[src/hdl/dnti_pkg.sv]
package dnti_pkg;

  localparam int DAY_NUMBER_BITS = 24;
  localparam int YEAR_BITS = 16;
  localparam int MONTH_BITS = 4;
  localparam int DAY_BITS = 5;

  localparam int DIC_BITS = 14;
  localparam int DIY_BITS = 9;
  localparam int REM_BITS = DIC_BITS + 1;
  localparam int YI_BITS = 5;
  localparam int MI_BITS = 4;

  // 10631 lies between 2^13 and 2^14
  localparam int QUO_BITS = DAY_NUMBER_BITS - 13;
  localparam int RECIP_BITS = DAY_NUMBER_BITS - 13;

  localparam int CYCLE_YEARS = 30;
  localparam int MONTHS = 12;

  localparam logic [DAY_NUMBER_BITS-1:0] EPOCH_DAY = DAY_NUMBER_BITS'(1948440);
  localparam logic [DIC_BITS-1:0] CYCLE_DAYS = DIC_BITS'(10631);
  localparam logic [RECIP_BITS-1:0] CYCLE_RECIP =
    RECIP_BITS'((64'd1 << DAY_NUMBER_BITS) / 64'd10631);

  localparam logic [DIC_BITS-1:0] YEAR_END [CYCLE_YEARS] = '{
    14'd354, 14'd709, 14'd1063, 14'd1417, 14'd1772, 14'd2126, 14'd2481, 14'd2835,
    14'd3189, 14'd3544, 14'd3898, 14'd4252, 14'd4607, 14'd4961, 14'd5315, 14'd5670,
    14'd6024, 14'd6379, 14'd6733, 14'd7087, 14'd7442, 14'd7796, 14'd8150, 14'd8505,
    14'd8859, 14'd9214, 14'd9568, 14'd9922, 14'd10277, 14'd10631
  };

  localparam logic [DIC_BITS-1:0] YEAR_START [CYCLE_YEARS] = '{
    14'd0, 14'd354, 14'd709, 14'd1063, 14'd1417, 14'd1772, 14'd2126, 14'd2481,
    14'd2835, 14'd3189, 14'd3544, 14'd3898, 14'd4252, 14'd4607, 14'd4961, 14'd5315,
    14'd5670, 14'd6024, 14'd6379, 14'd6733, 14'd7087, 14'd7442, 14'd7796, 14'd8150,
    14'd8505, 14'd8859, 14'd9214, 14'd9568, 14'd9922, 14'd10277
  };

  localparam logic [DIY_BITS-1:0] MONTH_END [MONTHS] = '{
    9'd30, 9'd59, 9'd89, 9'd118, 9'd148, 9'd177,
    9'd207, 9'd236, 9'd266, 9'd295, 9'd325, 9'd355
  };

  localparam logic [DIY_BITS-1:0] MONTH_START [MONTHS] = '{
    9'd0, 9'd30, 9'd59, 9'd89, 9'd118, 9'd148,
    9'd177, 9'd207, 9'd236, 9'd266, 9'd295, 9'd325
  };

  // Pre-epoch flag, whole cycles and day within the cycle, handed from divider to date lookup
  typedef struct packed {
    logic                pre;
    logic [QUO_BITS-1:0] cycle;
    logic [DIC_BITS-1:0] dic;
  } dnti_cyc_t;

endpackage

[src/hdl/dnti_div.sv]
module dnti_div
  import dnti_pkg::*;
(
  input  logic                       clk,
  input  logic                       rst,
  input  logic                       in_valid,
  output logic                       in_ready,
  input  logic [DAY_NUMBER_BITS-1:0] day_number,
  output logic                       cyc_valid,
  input  logic                       cyc_ready,
  output dnti_cyc_t                  cyc
);

  localparam int PROD_BITS = DAY_NUMBER_BITS + RECIP_BITS;
  localparam int QPROD_BITS = QUO_BITS + DIC_BITS;

  // stage 1: input register
  logic                       v1;
  logic [DAY_NUMBER_BITS-1:0] dn1;
  // stage 2: offset from epoch
  logic                       v2;
  logic                       pre2;
  logic [DAY_NUMBER_BITS-1:0] off2;
  // stage 3: estimated quotient
  logic                       v3;
  logic                       pre3;
  logic [QUO_BITS-1:0]        qe3;
  logic [REM_BITS-1:0]        offlo3;
  // stage 4: quotient times cycle length, low bits
  logic                       v4;
  logic                       pre4;
  logic [QUO_BITS-1:0]        qe4;
  logic [REM_BITS-1:0]        offlo4;
  logic [REM_BITS-1:0]        mlo4;
  // stage 5: corrected quotient and remainder
  logic                       v5;
  dnti_cyc_t                  cyc5;

  logic rdy1, rdy2, rdy3, rdy4, rdy5;

  logic [PROD_BITS-1:0]  prod;
  logic [QPROD_BITS-1:0] qprod;
  logic [REM_BITS-1:0]   rem;
  logic [REM_BITS-1:0]   rem_sub;
  logic                  fix;
  dnti_cyc_t             cyc_next;

  assign rdy5 = !v5 || cyc_ready;
  assign rdy4 = !v4 || rdy5;
  assign rdy3 = !v3 || rdy4;
  assign rdy2 = !v2 || rdy3;
  assign rdy1 = !v1 || rdy2;
  assign in_ready = rdy1;

  // reciprocal estimate is at most one below the true quotient
  assign prod = PROD_BITS'(off2) * PROD_BITS'(CYCLE_RECIP);
  assign qprod = QPROD_BITS'(qe3) * QPROD_BITS'(CYCLE_DAYS);

  // true remainder stays below twice the cycle length, so low bits suffice
  assign rem = offlo4 - mlo4;
  assign rem_sub = rem - REM_BITS'(CYCLE_DAYS);
  assign fix = rem >= REM_BITS'(CYCLE_DAYS);

  always_comb begin
    cyc_next.pre = pre4;
    cyc_next.cycle = fix ? qe4 + QUO_BITS'(1) : qe4;
    cyc_next.dic = fix ? rem_sub[DIC_BITS-1:0] : rem[DIC_BITS-1:0];
  end

  always_ff @(posedge clk) begin
    if (rst) begin
      v1 <= 1'b0;
      v2 <= 1'b0;
      v3 <= 1'b0;
      v4 <= 1'b0;
      v5 <= 1'b0;
    end else begin
      if (rdy1) v1 <= in_valid;
      if (rdy2) v2 <= v1;
      if (rdy3) v3 <= v2;
      if (rdy4) v4 <= v3;
      if (rdy5) v5 <= v4;
    end
  end

  always_ff @(posedge clk) begin
    if (rdy1 && in_valid) dn1 <= day_number;
    if (rdy2 && v1) begin
      pre2 <= dn1 < EPOCH_DAY;
      off2 <= dn1 - EPOCH_DAY;
    end
    if (rdy3 && v2) begin
      pre3 <= pre2;
      qe3 <= prod[PROD_BITS-1 -: QUO_BITS];
      offlo3 <= off2[REM_BITS-1:0];
    end
    if (rdy4 && v3) begin
      pre4 <= pre3;
      qe4 <= qe3;
      offlo4 <= offlo3;
      mlo4 <= qprod[REM_BITS-1:0];
    end
    if (rdy5 && v4) cyc5 <= cyc_next;
  end

  assign cyc_valid = v5;
  assign cyc = cyc5;

endmodule

[src/hdl/dnti_date.sv]
module dnti_date
  import dnti_pkg::*;
(
  input  logic                  clk,
  input  logic                  rst,
  input  logic                  cyc_valid,
  output logic                  cyc_ready,
  input  dnti_cyc_t             cyc,
  output logic                  out_valid,
  input  logic                  out_ready,
  output logic [YEAR_BITS-1:0]  year,
  output logic [MONTH_BITS-1:0] month,
  output logic [DAY_BITS-1:0]   day
);

  // stage 6: year within cycle
  logic                  v6;
  logic                  pre6;
  logic [QUO_BITS-1:0]   cycle6;
  logic [YI_BITS-1:0]    yi6;
  logic [DIY_BITS-1:0]   diy6;
  // stage 7: result register
  logic                  v7;
  logic [YEAR_BITS-1:0]  year7;
  logic [MONTH_BITS-1:0] month7;
  logic [DAY_BITS-1:0]   day7;

  logic rdy6, rdy7;

  logic [YI_BITS-1:0]    yi_next;
  logic [DIY_BITS-1:0]   diy_next;
  logic [MI_BITS-1:0]    mi;
  logic [YEAR_BITS-1:0]  year_next;
  logic [MONTH_BITS-1:0] month_next;
  logic [DAY_BITS-1:0]   day_next;

  assign rdy7 = !v7 || out_ready;
  assign rdy6 = !v6 || rdy7;
  assign cyc_ready = rdy6;

  // first year end above the day in the cycle
  always_comb begin
    yi_next = YI_BITS'(CYCLE_YEARS - 1);
    for (int i = CYCLE_YEARS - 1; i >= 0; i--) begin
      if (cyc.dic < YEAR_END[i]) yi_next = YI_BITS'(i);
    end
    diy_next = DIY_BITS'(cyc.dic - YEAR_START[yi_next]);
  end

  // first month end above the day in the year
  always_comb begin
    mi = MI_BITS'(MONTHS - 1);
    for (int i = MONTHS - 1; i >= 0; i--) begin
      if (diy6 < MONTH_END[i]) mi = MI_BITS'(i);
    end
    if (pre6) begin
      year_next = '0;
      month_next = '0;
      day_next = '0;
    end else begin
      year_next = YEAR_BITS'(cycle6) * YEAR_BITS'(CYCLE_YEARS)
                + YEAR_BITS'(yi6) + YEAR_BITS'(1);
      month_next = MONTH_BITS'(mi) + MONTH_BITS'(1);
      day_next = DAY_BITS'(diy6 - MONTH_START[mi]) + DAY_BITS'(1);
    end
  end

  always_ff @(posedge clk) begin
    if (rst) begin
      v6 <= 1'b0;
      v7 <= 1'b0;
    end else begin
      if (rdy6) v6 <= cyc_valid;
      if (rdy7) v7 <= v6;
    end
  end

  always_ff @(posedge clk) begin
    if (rdy6 && cyc_valid) begin
      pre6 <= cyc.pre;
      cycle6 <= cyc.cycle;
      yi6 <= yi_next;
      diy6 <= diy_next;
    end
    if (rdy7 && v6) begin
      year7 <= year_next;
      month7 <= month_next;
      day7 <= day_next;
    end
  end

  assign out_valid = v7;
  assign year = year7;
  assign month = month7;
  assign day = day7;

endmodule

[src/hdl/day_number_to_tabular_islamic_date.sv]
// Pipeline: seven register stages (input, offset, reciprocal multiply, remainder multiply,
// correction, year lookup, and month lookup into the result).
// Throughput: one word per cycle while out_ready is high; each stage holds its word only while the next is full.
// Reset: synchronous, clears every stage valid flag; the datapath is not reset.
module day_number_to_tabular_islamic_date
  import dnti_pkg::*;
(
  input  logic                       clk,
  input  logic                       rst,
  input  logic                       in_valid,
  output logic                       in_ready,
  input  logic [DAY_NUMBER_BITS-1:0] day_number,
  output logic                       out_valid,
  input  logic                       out_ready,
  output logic [YEAR_BITS-1:0]       year,
  output logic [MONTH_BITS-1:0]      month,
  output logic [DAY_BITS-1:0]        day
);

  logic      cyc_valid;
  logic      cyc_ready;
  dnti_cyc_t cyc;

  dnti_div u_div (
    .clk        (clk),
    .rst        (rst),
    .in_valid   (in_valid),
    .in_ready   (in_ready),
    .day_number (day_number),
    .cyc_valid  (cyc_valid),
    .cyc_ready  (cyc_ready),
    .cyc        (cyc)
  );

  dnti_date u_date (
    .clk       (clk),
    .rst       (rst),
    .cyc_valid (cyc_valid),
    .cyc_ready (cyc_ready),
    .cyc       (cyc),
    .out_valid (out_valid),
    .out_ready (out_ready),
    .year      (year),
    .month     (month),
    .day       (day)
  );

endmodule

[config.mk]
export PLATFORM = sky130hd
export DESIGN_NAME = day_number_to_tabular_islamic_date
export DESIGN_NICKNAME = d
export VERILOG_FILES = /design/src/hdl/dnti_pkg.sv /design/src/hdl/dnti_div.sv /design/src/hdl/dnti_date.sv /design/src/hdl/day_number_to_tabular_islamic_date.sv
export SDC_FILE = /design/constraint.sdc
export NUM_CORES = 1
export LEC_CHECK = 0
export ABC_AREA = 1
export BUFFER_PORTS_ARGS = -buffer_cell sky130_fd_sc_hd__buf_2
export CORE_MARGIN = 2
export CORE_UTILIZATION = 45
export DETAILED_ROUTE_END_ITERATION = 12
export PLACE_DENSITY = 0.66
export SLEW_MARGIN = 10
export SYNTH_ARGS = -nofsm -noshare
export SYNTH_HDL_FRONTEND = slang
export SYNTH_SLANG_ARGS = --single-unit
[constraint.sdc]
create_clock -name clk -period 5.3 [get_ports clk]
set_input_delay 0.795 -clock clk [delete_from_list [all_inputs] [get_ports clk]]
set_output_delay 0.795 -clock clk [all_outputs]
set_load 0.01 [all_outputs]
# After elaboration in Yosys (flattened, before gate mapping)
# Memory sizes are Yosys's and may differ from the RTL's.
# Cells that the tools add are included.
totals:
  input_bits: 28
  n_memories: 2
  wordCells: 155
  ff_bits: 202
  rom_bits: 592
op_classes:
  reduce_logical: 21
  multipliers: 3
  n_addsub: 10
  order_cmp: 44
  muxes: 46
  bitwise_logic: 2
memory_table:
  columns: ["name", "depth", "width", "rd", "rd_ports_with_merged_regs", "write_ports", "line_no", "text"]
  rows:
  - ["(no name shown)", 32, 14, 1, 0, 0, "dnti_date.sv:47", "diy_next = DIY_BITS'(cyc.dic - YEAR_START[yi_next]);"]
  - ["(no name shown)", 16, 9, 1, 0, 0, "dnti_date.sv:64", "day_next = DAY_BITS'(diy6 - MONTH_START[mi]) + DAY_BITS'(1);"]
ops:
  columns: ["op", "n"]
  rows:
  - ["< comparator 14 x 13 -> 1 bit, second input constant", 12]
  - ["2-to-1 mux 5 bit", 18]
  - ["< comparator 14 x 12 -> 1 bit, second input constant", 6]
  - ["< comparator 14 bit, second input constant", 6]
  - ["2-to-1 mux 4 bit", 16]
  - ["< comparator 14 x 11 -> 1 bit, second input constant", 3]
  - ["< comparator 9 x 8 -> 1 bit, second input constant", 4]
  - ["multiplier 24 x 10 -> 34 bit, second input constant", 1]
  - ["< comparator 9 bit, second input constant", 3]
  - ["< comparator 24 x 21 -> 1 bit, second input constant", 1]
  - ["subtractor 24 x 21 -> 24 bit, second input constant", 1]
  - ["< comparator 9 x 7 -> 1 bit, second input constant", 2]
  - ["2-to-1 mux 9 bit", 2]
  - ["adder 16 x 1 -> 16 bit, second input constant", 1]
  - ["adder 16 x 5 -> 16 bit", 1]
  - [">= comparator 15 x 14 -> 1 bit, second input constant", 1]
  - ["multiplier 11 x 14 -> 15 bit, second input constant", 1]
  - ["multiplier 11 x 4 -> 15 bit, second input constant", 1]
  - ["subtractor 15 bit", 1]
  - ["< comparator 14 x 10 -> 1 bit, second input constant", 1]
  - ["< comparator 14 x 9 -> 1 bit, second input constant", 1]
  - ["2-to-1 mux 14 bit", 1]
  - ["subtractor 14 bit, second input constant", 1]
  - ["2-to-1 mux 3 bit", 4]
  - ["17 further kinds", 37]

# Depth between registers and ports, before layout
# Gate-level depths: netlist of the first run.
logic_depth:
  depth_word: 35
  depth_mapped: 55
  mapped_depth_nobuf: 54

# Cells and area by module
# From an unflattened synthesis of the first run, not the netlist that was laid out.
hier_totals:
  hier_cells: 2036
  area_unflattened_um2: 17817.1
by_module_without_submodules:
  columns: ["mod", "area_each_um2", "cells_each", "instances", "seq_area_each_um2"]
  rows:
  - ["dnti_div", 12276.8, 1306, 1, 4394.2]
  - ["dnti_date", 5540.3, 730, 1, 1571.5]

# Least setup slack after synthesis of the first run
# OpenSTA, ideal clock, no wires.
synth_timing:
  path_kind: "reg-to-reg"
  startpoint: "register u_div.cyc5 (netlist bit u_div.cyc[4])"
  endpoint: "register u_date.diy6[8], data pin"
  t_arrival_ps: 4601
  required_time_ps: 5032
  path_stages_with_launch: 50
  path_buffers: 1
  path_slack_ps: 432
  cell_sequence: "edfxtp_1 buf_4 inv_4 nand2_1 nor2_2 nand2_1 nand2_1 nand2_1 nand3_2 nand2_1 nand2_1 nand2_1 nand2_1 nand2_1 nand2_1 nand2_1 nand2_1 nand2_1 (+14 left out) nand2_1 nand2_2 nand2_4 nand2_1 ha_1 or2_2 a21oi_1 a32oi_1 ha_1 fa_1 o21ai_0 a21oi_1 nor2_1 nor2_1 o21ai_0 a21oi_1 xor2_1 xnor2_1"
synth_between:
  elab_chain_len: 35
synth_lines:
  columns: ["item", "line_no", "text"]
  rows:
  - ["start: declaration", "dnti_div.sv:37", "dnti_cyc_t cyc5;"]
  - ["start signal: assignment", "dnti_div.sv:103", "if (rdy5 && v4) cyc5 <= cyc_next;"]
  - ["< comparator 14 bit", "dnti_date.sv:45", "if (cyc.dic < YEAR_END[i]) yi_next = YI_BITS'(i);"]
  - ["2-to-1 mux 1 bit", "dnti_date.sv:45", null]
  - ["2-to-1 mux 3 bit (4 in a row)", "dnti_date.sv:45", null]
  - ["2-to-1 mux 4 bit (8 in a row)", "dnti_date.sv:45", null]
  - ["2-to-1 mux 5 bit (16 in a row)", "dnti_date.sv:45", null]
  - ["inverter 5 -> 6 bit (not written as such)", "dnti_date.sv:47", null]
  - ["memory read (32 x 14 bit)", null, null]
  - ["2-to-1 mux 9 bit (not written as such) (2 in a row)", "dnti_date.sv:47", null]
  - ["subtractor 9 bit (*)", "dnti_date.sv:47", null]
  - ["named net u_date.diy_next[8]", "dnti_date.sv:31", "logic [DIY_BITS-1:0] diy_next;"]
  - ["end signal: assignment", "dnti_date.sv:83", "diy6 <= diy_next;"]
  - ["end: declaration", "dnti_date.sv:21", "logic [DIY_BITS-1:0] diy6;"]
# Mark *: on every way through the listed nets, which the timed path passes. The rest lies on a longest branch. The select of a mux whose other input is x is not followed.
# A chain may end at the register's enable or synchronous reset.

# Worst setup path in the final report of the first run
layout_timing:
  startpoint: "register u_div.cyc5 (netlist bit u_div.cyc[8])"
  endpoint: "register u_date.diy6[8], data pin"
# The elaborated chain is that of the path after synthesis.

==> results.toml, run 1 <==
[synth]
async_flop_share_pct = 0
synth_cells = 1757
syn_area_per_cell_um2 = 9.520
synth_seq_cells = 201
ys_warn_count = 0
yosysUniqueCellTypes = 59
syn-cell-area_mm2 = 0.01673
synthFlopType = "edfxtp_1"
ys_seq_area_share_pct = 35.66
synthesis.nets = 2105
synth_enable_flop_cells = 194

[sta]
finalCritPeriodShare_pct = 98.42
rsz0062_at_grt = "yes"
finalHoldViolations = 0
slew-limit-headroom_pct = 23.52
fmax_mhz = 191.7
tightestPinTransition_ns = 1.146
fin_crit_ns = 5.216
drv_slew = 0
fin_ws_ns = 0.08375
setup_viol_count_final = 0
fin_skew_ns = 0.01983

[grt]
grt_max_degree = 42
track_usage_pct = 18.60
grt_pass1_wl_um = 58100
top_usage_layer = "met2"
grt_remaining_overflow = 0
gr-usage-met1_pct = 21.39
grt_antenna_before_repair = 0
met2_usage_pct = 34.88
grt_pass1_vias = 12390
grtUsageMet3_pct = 2.310

[drt]
vias = 12200
vias_per_cell = 4.980
wl_um = 35310
drtAntennaViolNets = 0
first_pass_iters = 5
wl_per_cell_um = 14.42
drt_iter0_drc = 472
drc_errors = 0

[final_layout]
layout-drive-gt1-share_pct = 16.20
most-common-layout-cells = "412 x inv_1, 215 x ha_1, 198 x nand2_1"
stdcell_area_mm2 = 0.01956
mostFrequentLayoutCell = "inv_1"
layout.nets = 2310
fill_cells = 3258
antenna_cells = 0
areaGrowthSynthToFinish_pct = 16.96

[pwr]
switchingPower_mw = 3.719
peakVddDrop_v = 0.0003490
power_density_mw_per_mm2 = 457.8
power_frac_clock_pct = 18.1
leakage_nw = 9.397
pwr-share-seq_pct = 25.4
internal_power_mw = 5.236
power.share.switching_pct = 41.53
combinationalPowerShare_pct = 56.5

[worst_setup_path]
worstReg2RegStart = "u_div.cyc[8]"
r2r_setup_slack_ns = 0.08
cp.required_ns = 5.57
crit_path_end_kind = "flip-flop"
crit_fanout = 6
max_stage_delay_ns = 0.54
worstRegToRegCells = 49
cpMostUsedCell = "nand2_1"
cp.arrival_ns = 5.49
start_kind = "flip-flop"
r2r-end = "u_date.diy6[8]"
crit_path_top_delay_cell = "edfxtp_1"
worst-setup-path-type = "reg2reg"

[clocking]
cts_sinks = 201
h-tree-depth = 1
cts_tree = "built"
cts_buffers = 25
cts_buffer_depth = 3
postCtsHoldBufs = 0
clkLatencyLatePin_ns = 0.55
clk_pin_slew_worst_paths_ns = 0.07
cts-root-buf = "clkbuf_16"

[die]
core_mm2 = 0.03661
rows = 70
start_util_pct = 45.69
die_height_um = 196.8
io_pins = 55
die_area_mm2 = 0.03873
die_w_um = 196.8

[placed_design]
port_buffers = 54
post-place-ws_ns = -0.1675
dpl.hpwl_um = 28860
gp_congestion = 0.9900
placement.cell_area_mm2 = 0.01833

[worst_hold_path]
hp-start = "u_div.cyc[14]"
holdPathStages = 0
hold_class = "reg2reg"
hold_end = "u_date.cycle6[0]"

[outcome]
status = "finished clean"

[run]
max_cap_viol_count = 0
## kinds of logic after synthesis
family / share of synthesized area, %
AOI/OAI and AO/OA: 9.096
xor gates and xnor gates: 5.288
and+or+nand+nor: 11.34
buffers and inverters: 10.17
adders and majority gates: 28.38
DFF: 35.66
muxes: 0.06732
## metrics by stage
step	instances	setup TNS, ns	power (mW)	hold WS [ns]	util (%)
floorplan	1757	0	5.948	0.4003	-
CTS	2426	0	8.936	0.3986	52.31
finish	2449	0	8.955	0.4012	53.44
global placement	2377	-0.08688	7.120	0.4026	50.07
detailed placement	2377	-0.1675	7.230	0.4045	50.07
global route	2449	-0.4920	9.857	0.4103	53.44
## registers in the layout, indices dropped and copies added, names as in the netlist, 15 cells and up
| signal | cells |
|---|---|
| u_date.year | 16 |
| u_div.cyc | 26 |
| u_div.dn1 | 24 |
| u_div.mlo4 | 15 |
| u_div.off2 | 24 |
| u_div.offlo3 | 15 |
| u_div.offlo4 | 15 |
## cell type report
class,count,area [um^2],share of cell area (%)
Tap cell,468,585.6,2.993
Clock inverter,14,85.08,0.4349
Multi-Input combinational cell,1118,9306,47.57
Sequential cell,201,5966,30.49
Inverter,424,1595,8.154
Clock buffer,32,704.4,3.601
Timing Repair Buffer,192,1321,6.754
## Yosys cell counts, types with 3 or more instances
master / number / area (um^2)
buf_2: 5 / 25.02
a21o_1: 4 / 30.03
nand4_1: 14 / 87.58
buf_6: 3 / 33.78
nor2_1: 106 / 397.9
nand3_2: 3 / 30.03
inv_2: 7 / 26.28
a31oi_1: 18 / 112.6
nand2_4: 3 / 33.78
dfxtp_1: 7 / 140.1
or2_2: 7 / 43.79
nor3_1: 20 / 100.1
o21ai_0: 80 / 400.4
o21ai_1: 5 / 25.02
nand2_2: 8 / 50.05
o211ai_1: 9 / 67.56
inv_1: 414 / 1554
fa_1: 99 / 1982
o31ai_1: 9 / 67.56
nand2_1: 206 / 773.2
ha_1: 221 / 2765
clkbuf_1: 3 / 11.26
o21bai_1: 13 / 97.59
a41oi_1: 3 / 26.28
edfxtp_1: 194 / 5826
o311ai_0: 4 / 35.03
xnor2_1: 27 / 236.5
nor2_2: 4 / 25.02
nand3b_1: 4 / 30.03
a21oi_1: 97 / 485.5
nor4_1: 6 / 37.54
nand3_1: 45 / 225.2
xor2_1: 74 / 648.1
## worst max-delay path, delay by kind of cell, from the launching register on
family,cells,cell delay (ns)
flops,1,0.54
compound gates,5,0.55
simple gates,36,2.33
fa+ha+maj,3,0.90
xor+xnor,2,0.32
buf+inv,3,0.28
## metal layers
layer  vias up  wire length [um]
li1       6144                 -
met1      5701             14330
met2       265             18120
met3        85              1385
met4         0              1474
met5         -                 0
## how the worst max path moves through the flow
| stage | start | endpoint | slack [ns] | cells after the start |
|---|---|---|---|---|
| CTS | u_div.cyc[8] | u_date.diy6[8] | 0.03 | 50 |
| floorplan | u_div.cyc[4] | u_date.diy6[8] | 0.43 | 49 |
| detailed placement | u_div.cyc[4] | u_date.diy6[8] | -0.17 | 46 |
| finish | u_div.cyc[8] | u_date.diy6[8] | 0.08 | 49 |
| global placement | u_div.cyc[4] | u_date.diy6[8] | -0.09 | 46 |
| global route | u_div.cyc[8] | u_date.diy6[8] | -0.32 | 50 |
## power by group through the flow
stage / Combinational [mW] / Clock (mW) / Sequential, mW
after global routing: 5.85 / 1.71 / 2.30
after detailed placement: 4.92 / 0 / 2.31
after global placement: 4.81 / 0 / 2.31
after floorplan: 3.68 / 0 / 2.27
final: 5.06 / 1.62 / 2.28
after CTS: 4.99 / 1.67 / 2.28
## timing repair
action	CTS	global route
setup buffers	3	23
endpoints found under the setup margin	1	9
resized for setup	4	67
pin swaps	0	27
Power figures use the tool's default switching activity.
==> run 2: changes to the inputs <==
Settings changed: SYNTH_HIERARCHICAL from default to 1.
==> results.toml, run 2 <==
[pwr]
leakage_nw = 9.889
internal_power_mw = 6.332
total_power_mw = 11.98
combinationalPowerShare_pct = 65.7
pwr-share-seq_pct = 20.4
power_frac_clock_pct = 13.9
power_density_mw_per_mm2 = 585.5
peakVddDrop_v = 0.0005894
switchingPower_mw = 5.643
power.share.switching_pct = 47.12

[die]
io_pins = 55
die_area_mm2 = 0.04120
start_util_pct = 45.89
die_w_um = 203.0
rows = 72
core_mm2 = 0.03883
die_height_um = 203.0

[drt]
first_pass_iters = 5
wl_per_cell_um = 14.71
drc_errors = 0
vias_per_cell = 5.049
drtAntennaViolNets = 0
vias = 13820
wl_um = 40260
drt_iter0_drc = 674

[worst_setup_path]
r2r-end = "u_date/diy6[8]"
max_stage_delay_ns = 0.43
cp.arrival_ns = 5.32
worstRegToRegCells = 40
r2r_setup_slack_ns = 0.25
cp.required_ns = 5.57
worst-setup-path-type = "reg2reg"
start_kind = "flip-flop"
worstReg2RegStart = "u_div/cyc[6]"
cpMostUsedCell = "nand2_1"
crit_path_top_delay_cell = "edfxtp_1"
crit_fanout = 5
crit_path_end_kind = "flip-flop"

[sta]
fin_skew_ns = 0.03452
drv_slew = 0
fmax_mhz = 197.8
finalHoldViolations = 0
fin_ws_ns = 0.2454
fin_crit_ns = 5.055
finalCritPeriodShare_pct = 95.37
hold_slack_ns = 0.4090
slew-limit-headroom_pct = 29.91
rsz0062_at_grt = "yes"
tightestPinTransition_ns = 1.050
setup_viol_count_final = 0

[clocking]
cts_sinks = 201
clk_pin_slew_worst_paths_ns = 0.06
cts_tree = "built"
cts_buffers = 25
postCtsHoldBufs = 0
clkLatencyLatePin_ns = 0.56
h-tree-depth = 1
cts-root-buf = "clkbuf_16"
cts_buffer_depth = 3

[outcome]
status = "finished clean"

[synth]
async_flop_share_pct = 0
synth_seq_cells = 201
yosys.area.top_type_share_pct = 32.70
synthFlopType = "edfxtp_1"
yosys.cell_count.top_type = "inv_1"
netlist_top_cells_count = "407 x inv_1, 397 x nand2_1, 221 x ha_1"
synth_cells = 2036
ys_seq_area_share_pct = 33.48
syn-cell-area_mm2 = 0.01782
ys_warn_count = 6
yosysUniqueCellTypes = 52
synthesis.nets = 2384
synth_area_leaders = "edfxtp_1 33%, ha_1 16%, fa_1 11%"
synth_enable_flop_cells = 194
syn_area_per_cell_um2 = 8.751
synth_area_leader_cell = "edfxtp_1"

[final_layout]
most-common-layout-cells = "402 x inv_1, 382 x nand2_1, 215 x ha_1"
layout-drive-gt1-share_pct = 14.11
areaGrowthSynthToFinish_pct = 14.79
multi_input_area_mm2 = 0.01040
mostFrequentLayoutCell = "inv_1"
seqCellArea_mm2 = 0.005966
largest_register_ffs = 26
layout.nets = 2548
fill_cells = 3563
antenna_cells = 0

[grt]
track_usage_pct = 19.91
grt_pass1_vias = 13930
grt_remaining_overflow = 0
grt_max_degree = 42
grt_pass1_wl_um = 66760
grt_antenna_before_repair = 0

[worst_hold_path]
hold_class = "in2reg"
hold_end = "u_div/dn1[21]"
hp-start = "day_number[21]"
holdPathStages = 1

[placed_design]
post-place-ws_ns = 0.02295
port_buffers = 54
dpl.hpwl_um = 33130
gp_congestion = 0.8923

[run]
max_cap_viol_count = 0
[run 2: changes by cell type in the layout (fill, tap and decap cells not counted), sizes merged, moves of 5 or more]
cell	delta
nand4	+34
buf	-36
o21bai	-5
nand3	+22
clkinvlp	+5
xnor2	-6
xor2	-14
a21oi	+13
nand2	+202
clkbuf	-6
nor2	+37
[run 2: per-stage QoR]
stage | instance area, um^2 | TNS [ns] | utilization (%) | std cells
CTS | 20060 | 0 | 51.68 | 2718
global placement | 19250 | 0 | 49.58 | 2672
global route | 20450 | -0.3584 | 52.67 | 2737
detailed placement | 19250 | 0 | 49.58 | 2672
finish | 20450 | 0 | 52.67 | 2737
floorplan | 17820 | 0 | - | 2036
[run 2: worst max-delay path, delay by kind of cell (launching register included)]
| family | cells | cell delay, ns |
|---|---|---|
| fa+ha+maj | 3 | 0.87 |
| xor+xnor | 2 | 0.30 |
| buf+inv | 3 | 0.39 |
| simple gates | 24 | 1.54 |
| flops | 1 | 0.43 |
| compound gates | 8 | 1.28 |
[run 2: cells by family after synthesis]
logic type / share of synthesized area, %
compound gates: 8.476
xor+xnor: 3.982
fa+ha+maj: 26.64
buf+inv: 9.565
flops: 33.48
simple gates: 17.85
[run 2: worst max-delay path by stage]
stage | from | end | cells after the start | slack [ns]
after detailed placement | u_div/cyc[6] | u_date/diy6[7] | 46 | 0.02
final | u_div/cyc[6] | u_date/diy6[8] | 40 | 0.25
after global placement | u_div/cyc[11] | u_date/diy6[8] | 45 | 0.08
after global routing | u_div/cyc[2] | u_date/diy6[8] | 45 | -0.23
after floorplan | u_div/cyc[6] | u_date/diy6[8] | 45 | 0.46
after CTS | u_div/cyc[3] | u_date/diy6[8] | 47 | 0.004
[run 2: metal layers]
layer	global-route usage, %	vias to the layer above	wire [um]
li1	-	6996	-
met1	24.15	6490	17210
met2	36.41	244	20200
met3	2.520	89	1402
met4	6.648	0	1441
met5	0	-	0
[run 2: cell type report]
type	instances	area share (%)
Multi-Input combinational cell	1395	50.87
Sequential cell	201	29.17
Inverter	421	7.733
Timing Repair Buffer	156	5.102
Tap cell	518	3.169
Clock buffer	26	3.077
Clock inverter	20	0.8810
[run 2: what timing repair did]
action,CTS,global route
setup endpoints to repair,1,4
pin swaps,0,30
buffers inserted,0,19
resized for setup,1,73
[run 2: power groups by stage]
stage	Sequential [mW]	Clock, mW	Combinational [mW]
finish	2.44	1.67	7.86
global route	2.47	1.77	9.11
CTS	2.45	1.72	7.80
detailed placement	2.48	0	7.73
global placement	2.47	0	7.62
floorplan	2.42	0	5.94
==> run 3: changes to the inputs <==
Settings changed: PLACE_DENSITY 0.66 to default.
Clock period 5.3 ns to 4.5 ns, I/O delays scaled along.
==> results.toml, run 3 (same netlist as run 2, synthesis figures left out) <==
[grt]
grt_pass1_wl_um = 66170
top_usage_layer = "met2"
grt_pass1_vias = 14030
track_usage_pct = 19.77
grt_antenna_before_repair = 0
grt_remaining_overflow = 0
gr-usage-met1_pct = 22.74
grt_max_degree = 42
met2_usage_pct = 38.12
grtUsageMet3_pct = 2.247

[final_layout]
fill_cells = 3632
antenna_cells = 0
layout.cells.non_filler = 2820
layout-drive-gt1-share_pct = 16.81
most-common-layout-cells = "404 x inv_1, 385 x nand2_1, 216 x ha_1"
mostFrequentLayoutCell = "inv_1"
final_util_pct = 54.25
areaGrowthSynthToFinish_pct = 18.22
layout.nets = 2631
largest_register_ffs = 26
seqCellArea_mm2 = 0.005966
multi_input_area_mm2 = 0.01039

[pwr]
switchingPower_mw = 6.510
internal_power_mw = 7.585
peakVddDrop_v = 0.0006270
combinationalPowerShare_pct = 65.9
pwr-share-seq_pct = 20.1
power_density_mw_per_mm2 = 669.2
power_frac_clock_pct = 13.9
leakage_nw = 10.30
total_power_mw = 14.10
power.share.switching_pct = 46.19

[sta]
drv_slew = 0
setup_viol_count_final = 4
fin_ws_ns = -0.3706
rsz0062_at_grt = "yes"
slew-limit-headroom_pct = 27.59
hold_slack_ns = 0.2909
tightestPinTransition_ns = 1.085
fmax_mhz = 205.3
setup_tns_ns = -1.002
fin_crit_ns = 4.871
fin_skew_ns = 0.03154
finalCritPeriodShare_pct = 108.2
finalHoldViolations = 0

[die]
die_w_um = 203.0
core_mm2 = 0.03883
die_height_um = 203.0
rows = 72
start_util_pct = 45.89
die_area_mm2 = 0.04120
io_pins = 55

[worst_setup_path]
cp.depth = 45
crit_path_top_delay_cell = "edfxtp_1"
cpMostUsedCell = "nand2_1"
crit_path_end_kind = "flip-flop"
max_stage_delay_ns = 0.51
worstRegToRegCells = 45
worst-setup-path-type = "reg2reg"
start_kind = "flip-flop"
crit_fanout = 6
crit_family = "simple AND/OR/NAND/NOR gates"
path_buf_inv = 0
cp.required_ns = 4.77
cp.arrival_ns = 5.14

[worst_hold_path]
hold_class = "in2reg"
holdPathStages = 1

[drt]
drtAntennaViolNets = 0
drt_iter0_drc = 586
drc_errors = 0
vias_per_cell = 4.905
vias = 13830
wl_per_cell_um = 14.22
wl_um = 40100
first_pass_iters = 5

[clocking]
cts-root-buf = "clkbuf_16"
cts_buffers = 26
postCtsHoldBufs = 0
cts_buffer_depth = 3
clkLatencyLatePin_ns = 0.55
cts_sinks = 201
h-tree-depth = 1
cts_tree = "built"
clk_pin_slew_worst_paths_ns = 0.06

[outcome]
status = "finished, violations left"
violations = "setup timing"

[placed_design]
port_buffers = 54
gp_congestion = 0.8767
dpl.hpwl_um = 33100
dp_cells = 2741

[run]
max_cap_viol_count = 0
==> run 3: changes by cell type in the layout (fill, tap and decap cells not counted), sizes merged <==
cell,before,now
inv,424,420
clkinvlp,6,3
buf,156,238
clkinv,9,10
clkbuf,26,33
==> run 3: area by class of cell <==
cell class | count | area share, %
well taps | 518 | 3.077
flip-flops and latches | 201 | 28.32
multi-input cells | 1395 | 49.33
repair buffers | 238 | 7.895
clock inverters | 14 | 0.6475
inverters | 421 | 7.509
clock buffers | 33 | 3.214
==> run 3: worst paths after layout <==
| path | startpoint | end | slack [ns] |
|---|---|---|---|
| min reg2reg | u_div/pre4 | u_div/cyc[25] | 0.42 |
| max reg2reg | u_div/cyc[2] | u_date/diy6[8] | -0.37 |
| max | u_div/cyc[2] | u_date/diy6[8] | -0.37 |
| min | day_number[13] | u_div/dn1[13] | 0.29 |
==> run 3: routing by layer <==
metal / vias up / wire [um] / share of wire (%)
met5: - / 0 / 0
met4: 0 / 1254 / 3.1
met3: 75 / 1095 / 2.7
met2: 211 / 21150 / 53
met1: 6389 / 16590 / 41
li1: 7157 / - / -
==> run 3: what timing repair did <==
action | in CTS | in global routing
setup endpoints to repair | 4 | 15
pin swaps | 8 | 22
gates resized for setup | 16 | 37
gates cloned | 0 | 0
setup buffers | 16 | 18
==> run 3: power groups by stage <==
stage          sequential (mW)  combinational [mW]  clock [mW]
6_report                  2.84                9.29        1.96
3_5_place_dp              2.88                9.19           0
3_3_place_gp              2.88                9.13           0
4_1_cts                   2.84                9.29        2.03
2_1_floorplan             2.85                7.03           0
5_1_grt                   2.86                10.7        2.09
==> run 3: through the flow <==
step | cell area (um^2) | setup WS (ns)
after floorplan | 17890 | -0.05875
after global placement | 19840 | -0.4278
after detailed placement | 19840 | -0.4315
after CTS | 20810 | -0.3538
after global routing | 21060 | -0.7278
final | 21060 | -0.3706
